<file path="config.mk">
export PLATFORM = sky130hd
export DESIGN_NAME = postfix_expression_evaluator_core
export DESIGN_NICKNAME = d
export VERILOG_FILES = /design/src/sv/pfe_pkg.sv /design/src/sv/pfe_front.sv /design/src/sv/pfe_queue.sv /design/src/sv/pfe_divider.sv /design/src/sv/pfe_back.sv /design/src/sv/postfix_expression_evaluator_core.sv
export VERILOG_INCLUDE_DIRS = /design/src /design/src/sv
export SDC_FILE = /design/constraint.sdc
export NUM_CORES = 2
export LEC_CHECK = 0
export BUFFER_PORTS_ARGS = -buffer_cell sky130_fd_sc_hd__buf_2
export CELL_PAD_IN_SITES_DETAIL_PLACEMENT = 1
export CELL_PAD_IN_SITES_GLOBAL_PLACEMENT = 1
export CORE_ASPECT_RATIO = 0.8
export CORE_MARGIN = 2
export CORE_UTILIZATION = 30
export DETAILED_ROUTE_END_ITERATION = 10
export MAX_ROUTING_LAYER = met4
export PLACE_DENSITY = 0.51
export REMOVE_ABC_BUFFERS = 1
export SLEW_MARGIN = 20
export SYNTH_ARGS = -nofsm -noshare
export SYNTH_HDL_FRONTEND = slang
export SYNTH_SLANG_ARGS = --single-unit
</file>
<file path="constraint.sdc">
create_clock -name clk -period 9.4 [get_ports clk]
set_input_delay 1.88 -clock clk [delete_from_list [all_inputs] [get_ports clk]]
set_output_delay 1.88 -clock clk [all_outputs]
set_load 0.02 [all_outputs]
</file>
<file path="src/sv/postfix_expression_evaluator_core_assert.svh">
// Assertion macros for the postfix expression evaluator core.
// Depends on nothing; the top level includes it by bare file name.
`ifndef POSTFIX_EXPRESSION_EVALUATOR_CORE_ASSERT_SVH
`define POSTFIX_EXPRESSION_EVALUATOR_CORE_ASSERT_SVH

`ifndef SYNTHESIS
// same-cycle implication, reset disables the check
`define PEC_ASSERT_IMP(lbl, clk, rst_n, ante, cons, msg) \
	lbl: assert property (@(posedge clk) disable iff (!rst_n) (ante) |-> (cons)) \
		else $error(msg);
// next-cycle implication, reset disables the check
`define PEC_ASSERT_NXT(lbl, clk, rst_n, ante, cons, msg) \
	lbl: assert property (@(posedge clk) disable iff (!rst_n) (ante) |=> (cons)) \
		else $error(msg);
`else
`define PEC_ASSERT_IMP(lbl, clk, rst_n, ante, cons, msg)
`define PEC_ASSERT_NXT(lbl, clk, rst_n, ante, cons, msg)
`endif

`endif

</file>
<file path="src/sv/pfe_pkg.sv">
// Shared types and constants for the postfix expression evaluator.
// Depends on nothing; used by every module of the block.
package pfe_pkg;

	localparam int DATA_W      = 32;
	localparam int CH_W        = 8;
	localparam int STACK_DEPTH = 64;
	localparam int CNT_W       = $clog2(STACK_DEPTH + 1);
	localparam int IDX_W       = $clog2(STACK_DEPTH);
	localparam int QUEUE_DEPTH = 2;
	localparam int QPTR_W      = $clog2(QUEUE_DEPTH);
	localparam int QCNT_W      = $clog2(QUEUE_DEPTH + 1);
	localparam int DIV_CNT_W   = $clog2(DATA_W);

	localparam logic [CH_W-1:0] CH_ADD  = 8'd43;
	localparam logic [CH_W-1:0] CH_SUB  = 8'd45;
	localparam logic [CH_W-1:0] CH_MUL  = 8'd42;
	localparam logic [CH_W-1:0] CH_DIV  = 8'd47;
	localparam logic [CH_W-1:0] CH_ZERO = 8'd48;

	typedef enum logic [2:0] {
		OP_PUSH,
		OP_ADD,
		OP_SUB,
		OP_MUL,
		OP_DIV
	} op_t;

	// one classified character, as it waits in the queue
	typedef struct packed {
		op_t               op;
		logic [DATA_W-1:0] imm;
		logic              end_mark;
	} cmd_t;

	typedef struct packed {
		logic              start;
		logic [DATA_W-1:0] dividend;
		logic [DATA_W-1:0] divisor;
	} div_req_t;

	typedef struct packed {
		logic              done;
		logic [DATA_W-1:0] quotient;
	} div_rsp_t;

	typedef struct packed {
		logic             busy;
		logic [CNT_W-1:0] count;
	} back_stat_t;

	typedef struct packed {
		logic [DATA_W-1:0] top_value;
		logic              stack_empty;
		logic              underflow;
		logic              overflow;
		logic              div_by_zero;
		logic              final_res;
	} res_t;

endpackage

</file>
<file path="src/sv/pfe_front.sv">
// Front end: accepts characters and classifies them into stack commands.
// Depends on pfe_pkg; feeds pfe_queue.
module pfe_front (
	input  logic                            char_valid,
	output logic                            char_ready,
	input  logic [pfe_pkg::CH_W-1:0]        ch,
	input  logic                            end_mark,
	input  logic                            q_full,
	output logic                            q_wr,
	output pfe_pkg::cmd_t                   q_cmd
);

	pfe_pkg::op_t op;

	always_comb begin
		unique case (ch)
			pfe_pkg::CH_ADD: op = pfe_pkg::OP_ADD;
			pfe_pkg::CH_SUB: op = pfe_pkg::OP_SUB;
			pfe_pkg::CH_MUL: op = pfe_pkg::OP_MUL;
			pfe_pkg::CH_DIV: op = pfe_pkg::OP_DIV;
			default:         op = pfe_pkg::OP_PUSH;
		endcase
	end

	assign char_ready     = !q_full;
	assign q_wr           = char_valid && !q_full;
	assign q_cmd.op       = op;
	// any other character pushes its code minus the zero digit
	assign q_cmd.imm      = {{(pfe_pkg::DATA_W - pfe_pkg::CH_W){1'b0}}, ch}
	                        - pfe_pkg::DATA_W'(pfe_pkg::CH_ZERO);
	assign q_cmd.end_mark = end_mark;

endmodule

</file>
<file path="src/sv/pfe_queue.sv">
// Short command queue between the front and back ends.
// Depends on pfe_pkg for the command type and depth.
module pfe_queue (
	input  logic          clk,
	input  logic          arst_n,
	input  logic          wr,
	input  pfe_pkg::cmd_t wr_cmd,
	output logic          full,
	input  logic          pop,
	output logic          rd_valid,
	output pfe_pkg::cmd_t rd_cmd
);

	pfe_pkg::cmd_t                entry_q [pfe_pkg::QUEUE_DEPTH];
	logic [pfe_pkg::QPTR_W-1:0]   wr_ptr_q;
	logic [pfe_pkg::QPTR_W-1:0]   rd_ptr_q;
	logic [pfe_pkg::QCNT_W-1:0]   fill_q;

	assign full     = fill_q == pfe_pkg::QCNT_W'(pfe_pkg::QUEUE_DEPTH);
	assign rd_valid = fill_q != '0;
	assign rd_cmd   = entry_q[rd_ptr_q];

	always_ff @(posedge clk) begin
		if (wr) begin
			entry_q[wr_ptr_q] <= wr_cmd;
		end
	end

	always_ff @(posedge clk or negedge arst_n) begin
		if (!arst_n) begin
			wr_ptr_q <= '0;
			rd_ptr_q <= '0;
			fill_q   <= '0;
		end else begin
			if (wr) begin
				wr_ptr_q <= (wr_ptr_q == pfe_pkg::QPTR_W'(pfe_pkg::QUEUE_DEPTH - 1))
				            ? '0 : wr_ptr_q + pfe_pkg::QPTR_W'(1);
			end
			if (pop) begin
				rd_ptr_q <= (rd_ptr_q == pfe_pkg::QPTR_W'(pfe_pkg::QUEUE_DEPTH - 1))
				            ? '0 : rd_ptr_q + pfe_pkg::QPTR_W'(1);
			end
			if (wr && !pop) begin
				fill_q <= fill_q + pfe_pkg::QCNT_W'(1);
			end else if (!wr && pop) begin
				fill_q <= fill_q - pfe_pkg::QCNT_W'(1);
			end
		end
	end

endmodule

</file>
<file path="src/sv/pfe_divider.sv">
// Signed 32-bit divider, one quotient bit per cycle, truncating toward zero.
// Depends on pfe_pkg; serves pfe_back.
module pfe_divider (
	input  logic              clk,
	input  logic              arst_n,
	input  pfe_pkg::div_req_t req,
	output pfe_pkg::div_rsp_t rsp
);

	logic                          busy_q;
	logic                          done_q;
	logic                          neg_q;
	logic [pfe_pkg::DIV_CNT_W-1:0] cnt_q;
	logic [pfe_pkg::DATA_W-1:0]    quo_q;
	logic [pfe_pkg::DATA_W-1:0]    rem_q;
	logic [pfe_pkg::DATA_W-1:0]    dsr_q;
	logic [pfe_pkg::DATA_W:0]      trial;
	logic [pfe_pkg::DATA_W:0]      diff;

	assign trial = {rem_q, quo_q[pfe_pkg::DATA_W-1]};
	assign diff  = trial - {1'b0, dsr_q};

	assign rsp.done     = done_q;
	assign rsp.quotient = neg_q ? ('0 - quo_q) : quo_q;

	always_ff @(posedge clk or negedge arst_n) begin
		if (!arst_n) begin
			busy_q <= 1'b0;
			done_q <= 1'b0;
			neg_q  <= 1'b0;
			cnt_q  <= '0;
			quo_q  <= '0;
			rem_q  <= '0;
			dsr_q  <= '0;
		end else begin
			done_q <= 1'b0;
			if (req.start) begin
				// work on magnitudes, fix the sign at the end
				neg_q  <= req.dividend[pfe_pkg::DATA_W-1] ^ req.divisor[pfe_pkg::DATA_W-1];
				quo_q  <= req.dividend[pfe_pkg::DATA_W-1] ? ('0 - req.dividend) : req.dividend;
				dsr_q  <= req.divisor[pfe_pkg::DATA_W-1] ? ('0 - req.divisor) : req.divisor;
				rem_q  <= '0;
				cnt_q  <= pfe_pkg::DIV_CNT_W'(pfe_pkg::DATA_W - 1);
				busy_q <= 1'b1;
			end else if (busy_q) begin
				if (!diff[pfe_pkg::DATA_W]) begin
					rem_q <= diff[pfe_pkg::DATA_W-1:0];
					quo_q <= {quo_q[pfe_pkg::DATA_W-2:0], 1'b1};
				end else begin
					rem_q <= trial[pfe_pkg::DATA_W-1:0];
					quo_q <= {quo_q[pfe_pkg::DATA_W-2:0], 1'b0};
				end
				cnt_q <= cnt_q - pfe_pkg::DIV_CNT_W'(1);
				if (cnt_q == '0) begin
					busy_q <= 1'b0;
					done_q <= 1'b1;
				end
			end
		end
	end

endmodule

</file>
<file path="src/sv/pfe_back.sv">
// Back end: stack engine with top-of-stack register, entry memory and ALU.
// Depends on pfe_pkg and pfe_divider; drains pfe_queue.
module pfe_back (
	input  logic                clk,
	input  logic                arst_n,
	input  logic                q_valid,
	input  pfe_pkg::cmd_t       q_cmd,
	output logic                q_pop,
	output logic                res_valid,
	input  logic                res_ready,
	output pfe_pkg::res_t       res,
	output pfe_pkg::back_stat_t stat
);

	typedef enum logic [2:0] {
		ST_IDLE,
		ST_OPND,
		ST_EXEC,
		ST_DIV,
		ST_DONE
	} state_t;

	state_t                      state_q;
	pfe_pkg::op_t                op_q;
	logic                        fin_q;
	logic                        under_q;
	logic                        dz_q;
	logic                        res_valid_q;
	pfe_pkg::res_t               res_q;
	logic [pfe_pkg::CNT_W-1:0]   count_q;
	logic [pfe_pkg::DATA_W-1:0]  top_q;
	logic [pfe_pkg::DATA_W-1:0]  lhs_q;
	logic [pfe_pkg::DATA_W-1:0]  rhs_q;
	logic [pfe_pkg::DATA_W-1:0]  arith_q;
	logic [pfe_pkg::DATA_W-1:0]  rd_q;
	logic [pfe_pkg::DATA_W-1:0]  stack_mem [pfe_pkg::STACK_DEPTH];

	logic                        take;
	logic                        is_push;
	logic                        full;
	logic                        two_up;
	logic                        mem_we;
	logic                        mem_re;
	logic [pfe_pkg::CNT_W-1:0]   cnt_dec1;
	logic [pfe_pkg::CNT_W-1:0]   cnt_dec2;
	logic [2*pfe_pkg::DATA_W-1:0] product;
	pfe_pkg::div_req_t           div_req;
	pfe_pkg::div_rsp_t           div_rsp;

	assign take     = (state_q == ST_IDLE) && q_valid && (!res_valid_q || res_ready);
	assign is_push  = q_cmd.op == pfe_pkg::OP_PUSH;
	assign full     = count_q == pfe_pkg::CNT_W'(pfe_pkg::STACK_DEPTH);
	assign two_up   = count_q >= pfe_pkg::CNT_W'(2);
	assign cnt_dec1 = count_q - pfe_pkg::CNT_W'(1);
	assign cnt_dec2 = count_q - pfe_pkg::CNT_W'(2);
	// spill the old top below the new one; fetch the second entry for an operator
	assign mem_we   = take && is_push && !full && (count_q != '0);
	assign mem_re   = take && !is_push && two_up;
	assign product  = lhs_q * rhs_q;

	assign q_pop     = take;
	assign res_valid = res_valid_q;
	assign res       = res_q;
	assign stat.busy  = state_q != ST_IDLE;
	assign stat.count = count_q;

	assign div_req.start    = (state_q == ST_EXEC) && (op_q == pfe_pkg::OP_DIV)
	                          && (rhs_q != '0);
	assign div_req.dividend = lhs_q;
	assign div_req.divisor  = rhs_q;

	pfe_divider u_div (
		.clk    (clk),
		.arst_n (arst_n),
		.req    (div_req),
		.rsp    (div_rsp)
	);

	always_ff @(posedge clk) begin
		if (mem_we) begin
			stack_mem[cnt_dec1[pfe_pkg::IDX_W-1:0]] <= top_q;
		end
		if (mem_re) begin
			rd_q <= stack_mem[cnt_dec2[pfe_pkg::IDX_W-1:0]];
		end
	end

	always_ff @(posedge clk or negedge arst_n) begin
		if (!arst_n) begin
			state_q     <= ST_IDLE;
			op_q        <= pfe_pkg::OP_PUSH;
			fin_q       <= 1'b0;
			under_q     <= 1'b0;
			dz_q        <= 1'b0;
			res_valid_q <= 1'b0;
			res_q       <= '0;
			count_q     <= '0;
			top_q       <= '0;
			lhs_q       <= '0;
			rhs_q       <= '0;
			arith_q     <= '0;
		end else begin
			if (res_valid_q && res_ready) begin
				res_valid_q <= 1'b0;
			end
			unique case (state_q)
				ST_IDLE: begin
					if (take) begin
						op_q  <= q_cmd.op;
						fin_q <= q_cmd.end_mark;
						dz_q  <= 1'b0;
						if (is_push) begin
							// a push finishes here; drop it when the stack is full
							res_valid_q       <= 1'b1;
							res_q.stack_empty <= 1'b0;
							res_q.underflow   <= 1'b0;
							res_q.overflow    <= full;
							res_q.div_by_zero <= 1'b0;
							res_q.final_res   <= q_cmd.end_mark;
							if (full) begin
								res_q.top_value <= top_q;
							end else begin
								res_q.top_value <= q_cmd.imm;
								top_q           <= q_cmd.imm;
								count_q         <= count_q + pfe_pkg::CNT_W'(1);
							end
						end else begin
							rhs_q   <= (count_q != '0) ? top_q : '0;
							under_q <= !two_up;
							if (two_up) begin
								state_q <= ST_OPND;
							end else begin
								lhs_q   <= '0;
								state_q <= ST_EXEC;
							end
						end
					end
				end
				ST_OPND: begin
					lhs_q   <= rd_q;
					state_q <= ST_EXEC;
				end
				ST_EXEC: begin
					state_q <= ST_DONE;
					unique case (op_q)
						pfe_pkg::OP_ADD: arith_q <= lhs_q + rhs_q;
						pfe_pkg::OP_SUB: arith_q <= lhs_q - rhs_q;
						pfe_pkg::OP_MUL: arith_q <= product[pfe_pkg::DATA_W-1:0];
						pfe_pkg::OP_DIV: begin
							if (rhs_q == '0) begin
								arith_q <= '0;
								dz_q    <= 1'b1;
							end else begin
								state_q <= ST_DIV;
							end
						end
						default: arith_q <= '0;
					endcase
				end
				ST_DIV: begin
					if (div_rsp.done) begin
						arith_q <= div_rsp.quotient;
						state_q <= ST_DONE;
					end
				end
				ST_DONE: begin
					// two pops and one push: net one down, or a single entry after underflow
					top_q             <= arith_q;
					count_q           <= two_up ? cnt_dec1 : pfe_pkg::CNT_W'(1);
					res_valid_q       <= 1'b1;
					res_q.top_value   <= arith_q;
					res_q.stack_empty <= 1'b0;
					res_q.underflow   <= under_q;
					res_q.overflow    <= 1'b0;
					res_q.div_by_zero <= dz_q;
					res_q.final_res   <= fin_q;
					state_q           <= ST_IDLE;
				end
				default: state_q <= ST_IDLE;
			endcase
		end
	end

endmodule

</file>
<file path="src/sv/postfix_expression_evaluator_core.sv">
// Postfix expression evaluator core: front end, command queue, stack engine.
// A character passes the queue to the back end. A push finishes in the idle state;
// an operator runs through operand fetch (skipped on underflow), execute and done,
// with a division waiting on the divider. One push per cycle while results are taken.
// Reset (arst_n low): stack and queue empty, no result pending, no clearing pass.
// Depends on pfe_pkg, pfe_front, pfe_queue, pfe_back and the assertion header.
`include "postfix_expression_evaluator_core_assert.svh"

module postfix_expression_evaluator_core (
	input  logic                             clk,
	input  logic                             arst_n,
	// character channel
	input  logic                             char_valid,
	output logic                             char_ready,
	input  logic [pfe_pkg::CH_W-1:0]         ch,
	input  logic                             end_mark,
	// result channel
	output logic                             res_valid,
	input  logic                             res_ready,
	output logic signed [pfe_pkg::DATA_W-1:0] top_value,
	output logic                             stack_empty,
	output logic                             underflow,
	output logic                             overflow,
	output logic                             div_by_zero,
	output logic                             final_res
);

	// Front to queue: classified commands. The queue lets the front take up to
	// two characters while the back end is deep in a division or while a
	// finished result waits in the output register.
	logic                q_wr;
	logic                q_full;
	pfe_pkg::cmd_t       q_wr_cmd;

	// Queue to back end.
	logic                q_valid;
	logic                q_pop;
	pfe_pkg::cmd_t       q_rd_cmd;

	// Back end result register and status.
	pfe_pkg::res_t       res;
	pfe_pkg::back_stat_t stat;

	pfe_front u_front (
		.char_valid (char_valid),
		.char_ready (char_ready),
		.ch         (ch),
		.end_mark   (end_mark),
		.q_full     (q_full),
		.q_wr       (q_wr),
		.q_cmd      (q_wr_cmd)
	);

	pfe_queue u_queue (
		.clk      (clk),
		.arst_n   (arst_n),
		.wr       (q_wr),
		.wr_cmd   (q_wr_cmd),
		.full     (q_full),
		.pop      (q_pop),
		.rd_valid (q_valid),
		.rd_cmd   (q_rd_cmd)
	);

	// The back end takes a command only once the output register is free
	// (or is being emptied this cycle), so each command owns the result slot
	// until its transaction completes.
	pfe_back u_back (
		.clk       (clk),
		.arst_n    (arst_n),
		.q_valid   (q_valid),
		.q_cmd     (q_rd_cmd),
		.q_pop     (q_pop),
		.res_valid (res_valid),
		.res_ready (res_ready),
		.res       (res),
		.stat      (stat)
	);

	// Break the result register out onto the ports.
	assign top_value   = res.top_value;
	assign stack_empty = res.stack_empty;
	assign underflow   = res.underflow;
	assign overflow    = res.overflow;
	assign div_by_zero = res.div_by_zero;
	assign final_res   = res.final_res;

	// Overflow comes only from a push; underflow and division by zero only from an operator.
	`PEC_ASSERT_IMP(a_flag_excl, clk, arst_n, res_valid && overflow, !underflow && !div_by_zero, "overflow raised together with an operator flag")
	// Every transaction leaves at least one entry on the stack.
	`PEC_ASSERT_IMP(a_nonempty, clk, arst_n, res_valid, !stack_empty && (stat.count != '0), "stack empty after a step")
	// The entry count never passes the stack depth.
	`PEC_ASSERT_IMP(a_count_bound, clk, arst_n, 1'b1, stat.count <= pfe_pkg::CNT_W'(pfe_pkg::STACK_DEPTH), "entry count beyond stack depth")
	// While an operator is in flight the result slot stays empty.
	`PEC_ASSERT_IMP(a_busy_slot, clk, arst_n, stat.busy, !res_valid, "result pending while an operator runs")
	// With nothing queued or running, a taken result is not shown again.
	`PEC_ASSERT_NXT(a_no_repeat, clk, arst_n, res_valid && res_ready && !stat.busy && !q_valid, !res_valid, "result repeated")

endmodule

</file>
# == Word-level counts from Yosys, hierarchy flattened ==
# Memory sizes are Yosys's and may differ from the RTL's. A register that Yosys moved wholly into a read port is not among the register bits.
# Index checks and enable logic that the tools add are counted.
# word_totals
rom_bits,0
register_bits,290
latch_bits,0
out_inout_bits,39
memories,2
mem_bits_rw,2120
# classes
n_reduce_logical,42
muxes,62
div_mod_pow,0
add_sub_neg,15
n_shift,0
n_mul,1
n_lt_le_gt_ge,1
eq_ne,23
bitwise,2
# memory_table
memory,words,width,rd,rd_clocked_by_memory_dff,write_ports,line_no,rtl
u_back.stack_mem,64,32,1,1,1,pfe_back.sv:36,logic [pfe_pkg::DATA_W-1:0] stack_mem [pfe_pkg::STACK_DEPTH];
u_queue.entry_q,2,36,1,0,1,pfe_queue.sv:14,pfe_pkg::cmd_t entry_q [pfe_pkg::QUEUE_DEPTH];
# op_table
op,n
32-bit 2-to-1 mux,17
32-bit one-hot mux with 2 select lines,3
32-bit one-hot mux with 4 select lines,1
"1-bit by 32-bit subtractor with 32-bit output, first input constant",3
37-bit 2-to-1 mux,2
37-bit one-hot mux with 2 select lines,1
33-bit by 32-bit subtractor with 33-bit output,1
32-bit adder,1
"8-bit by 6-bit equality test with 1-bit output, second input constant",4
32-bit logical NOT,1
32-bit by 32-bit multiplier with 32-bit output,1
32-bit nonzero test,1
32-bit subtractor,1
7-bit 2-to-1 mux,4
3-bit one-hot mux with 4 select lines,2
1-bit 2-to-1 mux,19
3-bit 2-to-1 mux,5
7-bit one-hot mux with 2 select lines,1
2-bit nonzero test,7
1-bit logical AND,13
"3-bit by 2-bit equality test with 1-bit output, second input constant",4
"2-bit != test, second input constant",6
3-bit AND reduction,4
4-bit AND reduction,3
26 further kinds,41

# == Longest topological paths before layout ==
# depth
depth_word,8
depth_mapped,28

# == By module ==
# A second synthesis with hierarchy kept.
# unflattened
hier_cells,6875
hier_area_um2,114661.2
# by_module_without_submodules
mod,seq_area_each_um2,cells_per_inst,area_each_um2,n_inst
pfe_back,66188.5,5690,103098.9,1
pfe_divider,2602.5,1011,8291.7,1
pfe_queue,2262.2,128,2936.6,1
pfe_front,0.0,46,334.1,1

# == Least setup slack after synthesis ==
# Ideal clock, no wire load.
# synth_path
path_type,register -> register
startpoint,reg u_back.rhs_q[6] in the netlist's numbering
endpoint,reg u_back.arith_q[28] in the netlist's numbering
setup_slack_ns,2.242
path_buffers,2
path_stages_with_launch,26
t_arrival_ns,7.031
setup_time_ns,0.127
synth_period_minus_slack_ns,7.158
path_cell_list,dfrtp_1 > clkbuf_1 > clkbuf_1 > and2_1 > fa_1 > fa_1 > fa_1 > inv_1 > fa_1 > inv_1 > fa_1 > inv_1 > fa_1 > inv_1 > fa_1 > fa_1 > ha_1 > a21o_1 > a21o_1 > a21o_1 > a31o_2 > a221oi_1 > a21oi_1 > xnor2_1 > a221oi_2 > a21oi_1
# synth_via
elab_chain_cells,3
# synth_lines
element,line_no,rtl
"start, declared",pfe_back.sv:33,logic [pfe_pkg::DATA_W-1:0] rhs_q;
"start signal, assigned",pfe_back.sv:128,rhs_q <= (count_q != '0) ? top_q : '0;
32-bit by 32-bit multiplier with 32-bit output (tied with other cells),pfe_back.sv:59,assign product = lhs_q * rhs_q;
32-bit one-hot mux with 4 select lines or 3-bit != test (tied branches),--,
32-bit one-hot mux with 2 select lines or 3-bit AND reduction (tied branches),--,
"end signal, assigned",pfe_back.sv:146,pfe_pkg::OP_ADD: arith_q <= lhs_q + rhs_q;
"end signal, assigned",pfe_back.sv:147,pfe_pkg::OP_SUB: arith_q <= lhs_q - rhs_q;
"end signal, assigned",pfe_back.sv:148,pfe_pkg::OP_MUL: arith_q <= product[pfe_pkg::DATA_W-1:0];
"end, declared",pfe_back.sv:34,logic [pfe_pkg::DATA_W-1:0] arith_q;
# Several ways; a longest one is shown, not always the timed one.
# A chain may end at the register's enable or synchronous reset.

# == Worst setup path in the final report ==
# layout_path
startpoint,reg u_back.rhs_q[9] in the netlist's numbering
endpoint,reg u_back.arith_q[19] in the netlist's numbering
# Same word-level chain as after synthesis.

==> results.cfg <==
[synth]
ys_seq_elements = 2363
synth_cell_type_count = 90
ys_top_cells_by_count = edfxtp_1, mux4_2, nand2_1
yosysSeqAreaShare = 0.621
netlist_top_cells_area = edfxtp_1, mux4_2, fa_1
synth_largest_area_cell = edfxtp_1
syn_avg_cell_area_um2 = 16.6
netlist.area_leader.share = 0.563
synth_cells = 6774
synth-edff-count = 2106
synth_warnings = 0
synth_flop_cell = edfxtp_1
synthArstFlopShare = 0.109
syn_area_mm2 = 0.112
synth.most_common_cell = edfxtp_1

[final_layout]
nFillCells = 37704
regArea_mm2 = 0.0697
final_util = 0.343
syn_to_final_growth_pct = 13.7
nets = 7546
multiInputGateArea_mm2 = 0.0400
layout-drive-gt1-share = 0.206

[die]
boundaryPins = 52
core_mm2 = 0.372
dieWidth_um = 688
dieArea_mm2 = 0.379
initial_utilization = 0.302
fp.dieH_um = 551
placementRows = 200

[clock_network]
cts_made_buffers = 248
cts.reportedPaths.clkPinSlew_ns = 0.07
post_cts_buffers = 0
clk_latency_ns = 0.92
cts.sinks = 2363
htreeDepth = 4
cts-root-buf = clkbuf_16
cts_tree = built
ctsHoldBuffers = 0
cts_resized = 0
cts_buffer_depth = 4

[setup_path]
r2r_cells = 24
r2r_start = u_back.rhs_q[9]
required_ns = 10.23
r2r_slack_ns = 1.33
worst-setup-path-type = reg2reg
setup.worst_path.start_class = register
cp_max_fo = 16
crit_path_end_kind = register
timing.rr.end = u_back.arith_q[19]
crit_arrival_ns = 8.89

[place]
gp_congestion = 0.867
dp_hpwl_mm = 243
portBuffers = 50

[detailed_routing]
via_count = 63031
drc = 0
drt-pass1-iter-count = 6
wl_mm = 378
wire_per_inst_um = 31.3
drt_iter0_drc = 6449
viasPerCell = 5.22
ant_nets = 0

[timing]
timing_hold_violations_final = 0
rsz0062_at_grt = false
worst_pin_slew_ns = 1.39
tns_ns = 0
maxSlewViolCount = 0
skew_ns = 0.0783
fmax_ghz = 0.124
fin_crit_ns = 8.07
finalSetupViolCount = 0
max_slew_margin = 0.0619
period_share = 0.858

[hold_path]
min_path_cells = 1
hold_path_end = u_back.lhs_q[19]
min_from = u_back.rd_q[19]
worstHoldPathType = reg2reg

[global_route]
grt_pass1_wl_mm = 535
grt_pass1_vias = 66212
grt_usage = 0.205
grt_antenna_before_repair = 28
grt_max_degree = 127
grt_overflow = 0

[power]
p_leak_nw = 50.0
power_density_mw_per_mm2 = 167
peakVddDrop_mv = 0.142

[status]
status = completed

[run]
cap_violations = 0
cell families (layout without fill, tap and decap cells):
| logic type | count (synthesis) | after routing | share of synthesized area |
|---|---|---|---|
| xor gates and xnor gates | 278 | 278 | 0.0217 |
| buffers and inverters | 842 | 1178 | 0.0290 |
| AOI/OAI and AO/OA | 682 | 682 | 0.0401 |
| adders and majority gates | 612 | 612 | 0.0956 |
| DFF | 2363 | 2363 | 0.621 |
| and+or+nand+nor | 1273 | 1273 | 0.0548 |
| other | 1 | 8 | 0.0000334 |
| muxes | 723 | 723 | 0.138 |
placed cells by master (no fill, tap or decap), types with 18 or more instances in the layout:
cell / instances
fa_1: 410
a211oi_1: 18
dfrtp_2: 33
a221o_1: 39
mux4_2: 662
o31ai_1: 26
and2_1: 317
clkbuf_16: 251
or3_1: 27
edfxtp_1: 2106
clkinv_2: 41
xor2_1: 91
clkinv_1: 49
o21ai_1: 44
nand2b_1: 29
o21ai_0: 165
ha_1: 201
inv_1: 444
nor3_1: 32
clkbuf_1: 49
nand3_1: 28
nor2b_1: 26
nand2_1: 491
mux2i_1: 58
nor2_1: 180
buf_2: 49
a22o_1: 32
xnor2_1: 183
buf_4: 234
dfrtp_1: 221
a21o_1: 36
bufinv_16: 26
a21oi_1: 168
nor2_4: 66
worst max-delay path, stage by stage, from the launching register on:
cell and delay, ns:
dfrtp_1 0.86, buf_4 0.40, nand2_1 0.11, fa_1 0.52, inv_1 0.05, fa_1 0.44, fa_1 0.49, inv_1 0.05
fa_1 0.49, inv_1 0.06, fa_1 0.45, ha_1 0.31, fa_1 0.52, fa_1 0.42, ha_1 0.36, nand4_1 0.17
a2111oi_0 0.50, buf_4 0.21, or3_1 0.23, o21ai_0 0.11, nand2b_1 0.10, xor2_1 0.24, a221o_1 0.26, o21ai_0 0.35
o21ai_1 0.25
report_power, final:
group	internal (mW)	total (mW)	switching (mW)	leakage, nW
Sequential	11.3	11.3	0.0141	27.9
Clock	5.60	9.83	4.23	3.84
Combinational	0.0245	0.102	0.0773	18.2
layer usage:
metal / vias up / share of wire / track usage
met3: 335 / 0.053 / 0.0223
met1: 35148 / 0.48 / 0.306
met2: 1813 / 0.46 / 0.310
met4: 0 / 0.014 / 0.0282
met5: - / 0 / -
li1: 25735 / - / -
through the flow:
step | area [um2] | total power, mW | instances | worst slack (ns) | hold WS [ns]
2_1_floorplan | 111000 | 11.6 | 6378 | -14.67 | 0.439
3_3_place_gp | 120000 | 11.7 | 11619 | 1.41 | 0.464
3_5_place_dp | 120000 | 11.7 | 11619 | 1.38 | 0.456
4_1_cts | 128000 | 21.5 | 12058 | 1.32 | 0.480
5_1_grt | 128000 | 21.8 | 12059 | 0.925 | 0.493
6_report | 128000 | 21.3 | 12066 | 1.33 | 0.459
worst max path at each step:
stage	from	end	slack (ns)
after global placement	u_back.rhs_q[9]	u_back.arith_q[31]	1.41
after detailed placement	u_back.rhs_q[9]	u_back.arith_q[31]	1.38
after global routing	u_back.rhs_q[9]	u_back.arith_q[31]	0.93
after CTS	u_back.rhs_q[9]	u_back.arith_q[31]	1.32
after floorplan	u_back.count_q[0]	u_back.stack_mem[48][0]	-14.67
final	u_back.rhs_q[9]	u_back.arith_q[19]	1.33
area by class of cell:
type / count / share of cell area
timing repair buffer: 293 / 0.0172
sequential: 2363 / 0.546
multi-input combinational: 3569 / 0.313
antenna: 7 / 0.000137
clock buffer: 304 / 0.0511
inverter: 446 / 0.0131
clock inverter: 135 / 0.0106
tap: 4949 / 0.0485
state kept, by name, summed over array words and instances, names as in the netlist, 4 cells and up:
signal,cells
u_back.rhs_q,32
u_back.arith_q,32
u_back.lhs_q,32
u_back.u_div.cnt_q,5
u_back.u_div.dsr_q,32
u_back.u_div.rem_q,32
u_back.rd_q,32
u_back.count_q,7
u_back.top_q,32
u_back.u_div.quo_q,32
u_back.res,4
u_back.stack_mem,2048
u_queue.entry_q,26
No activity file was read; power rests on OpenSTA's default activity.
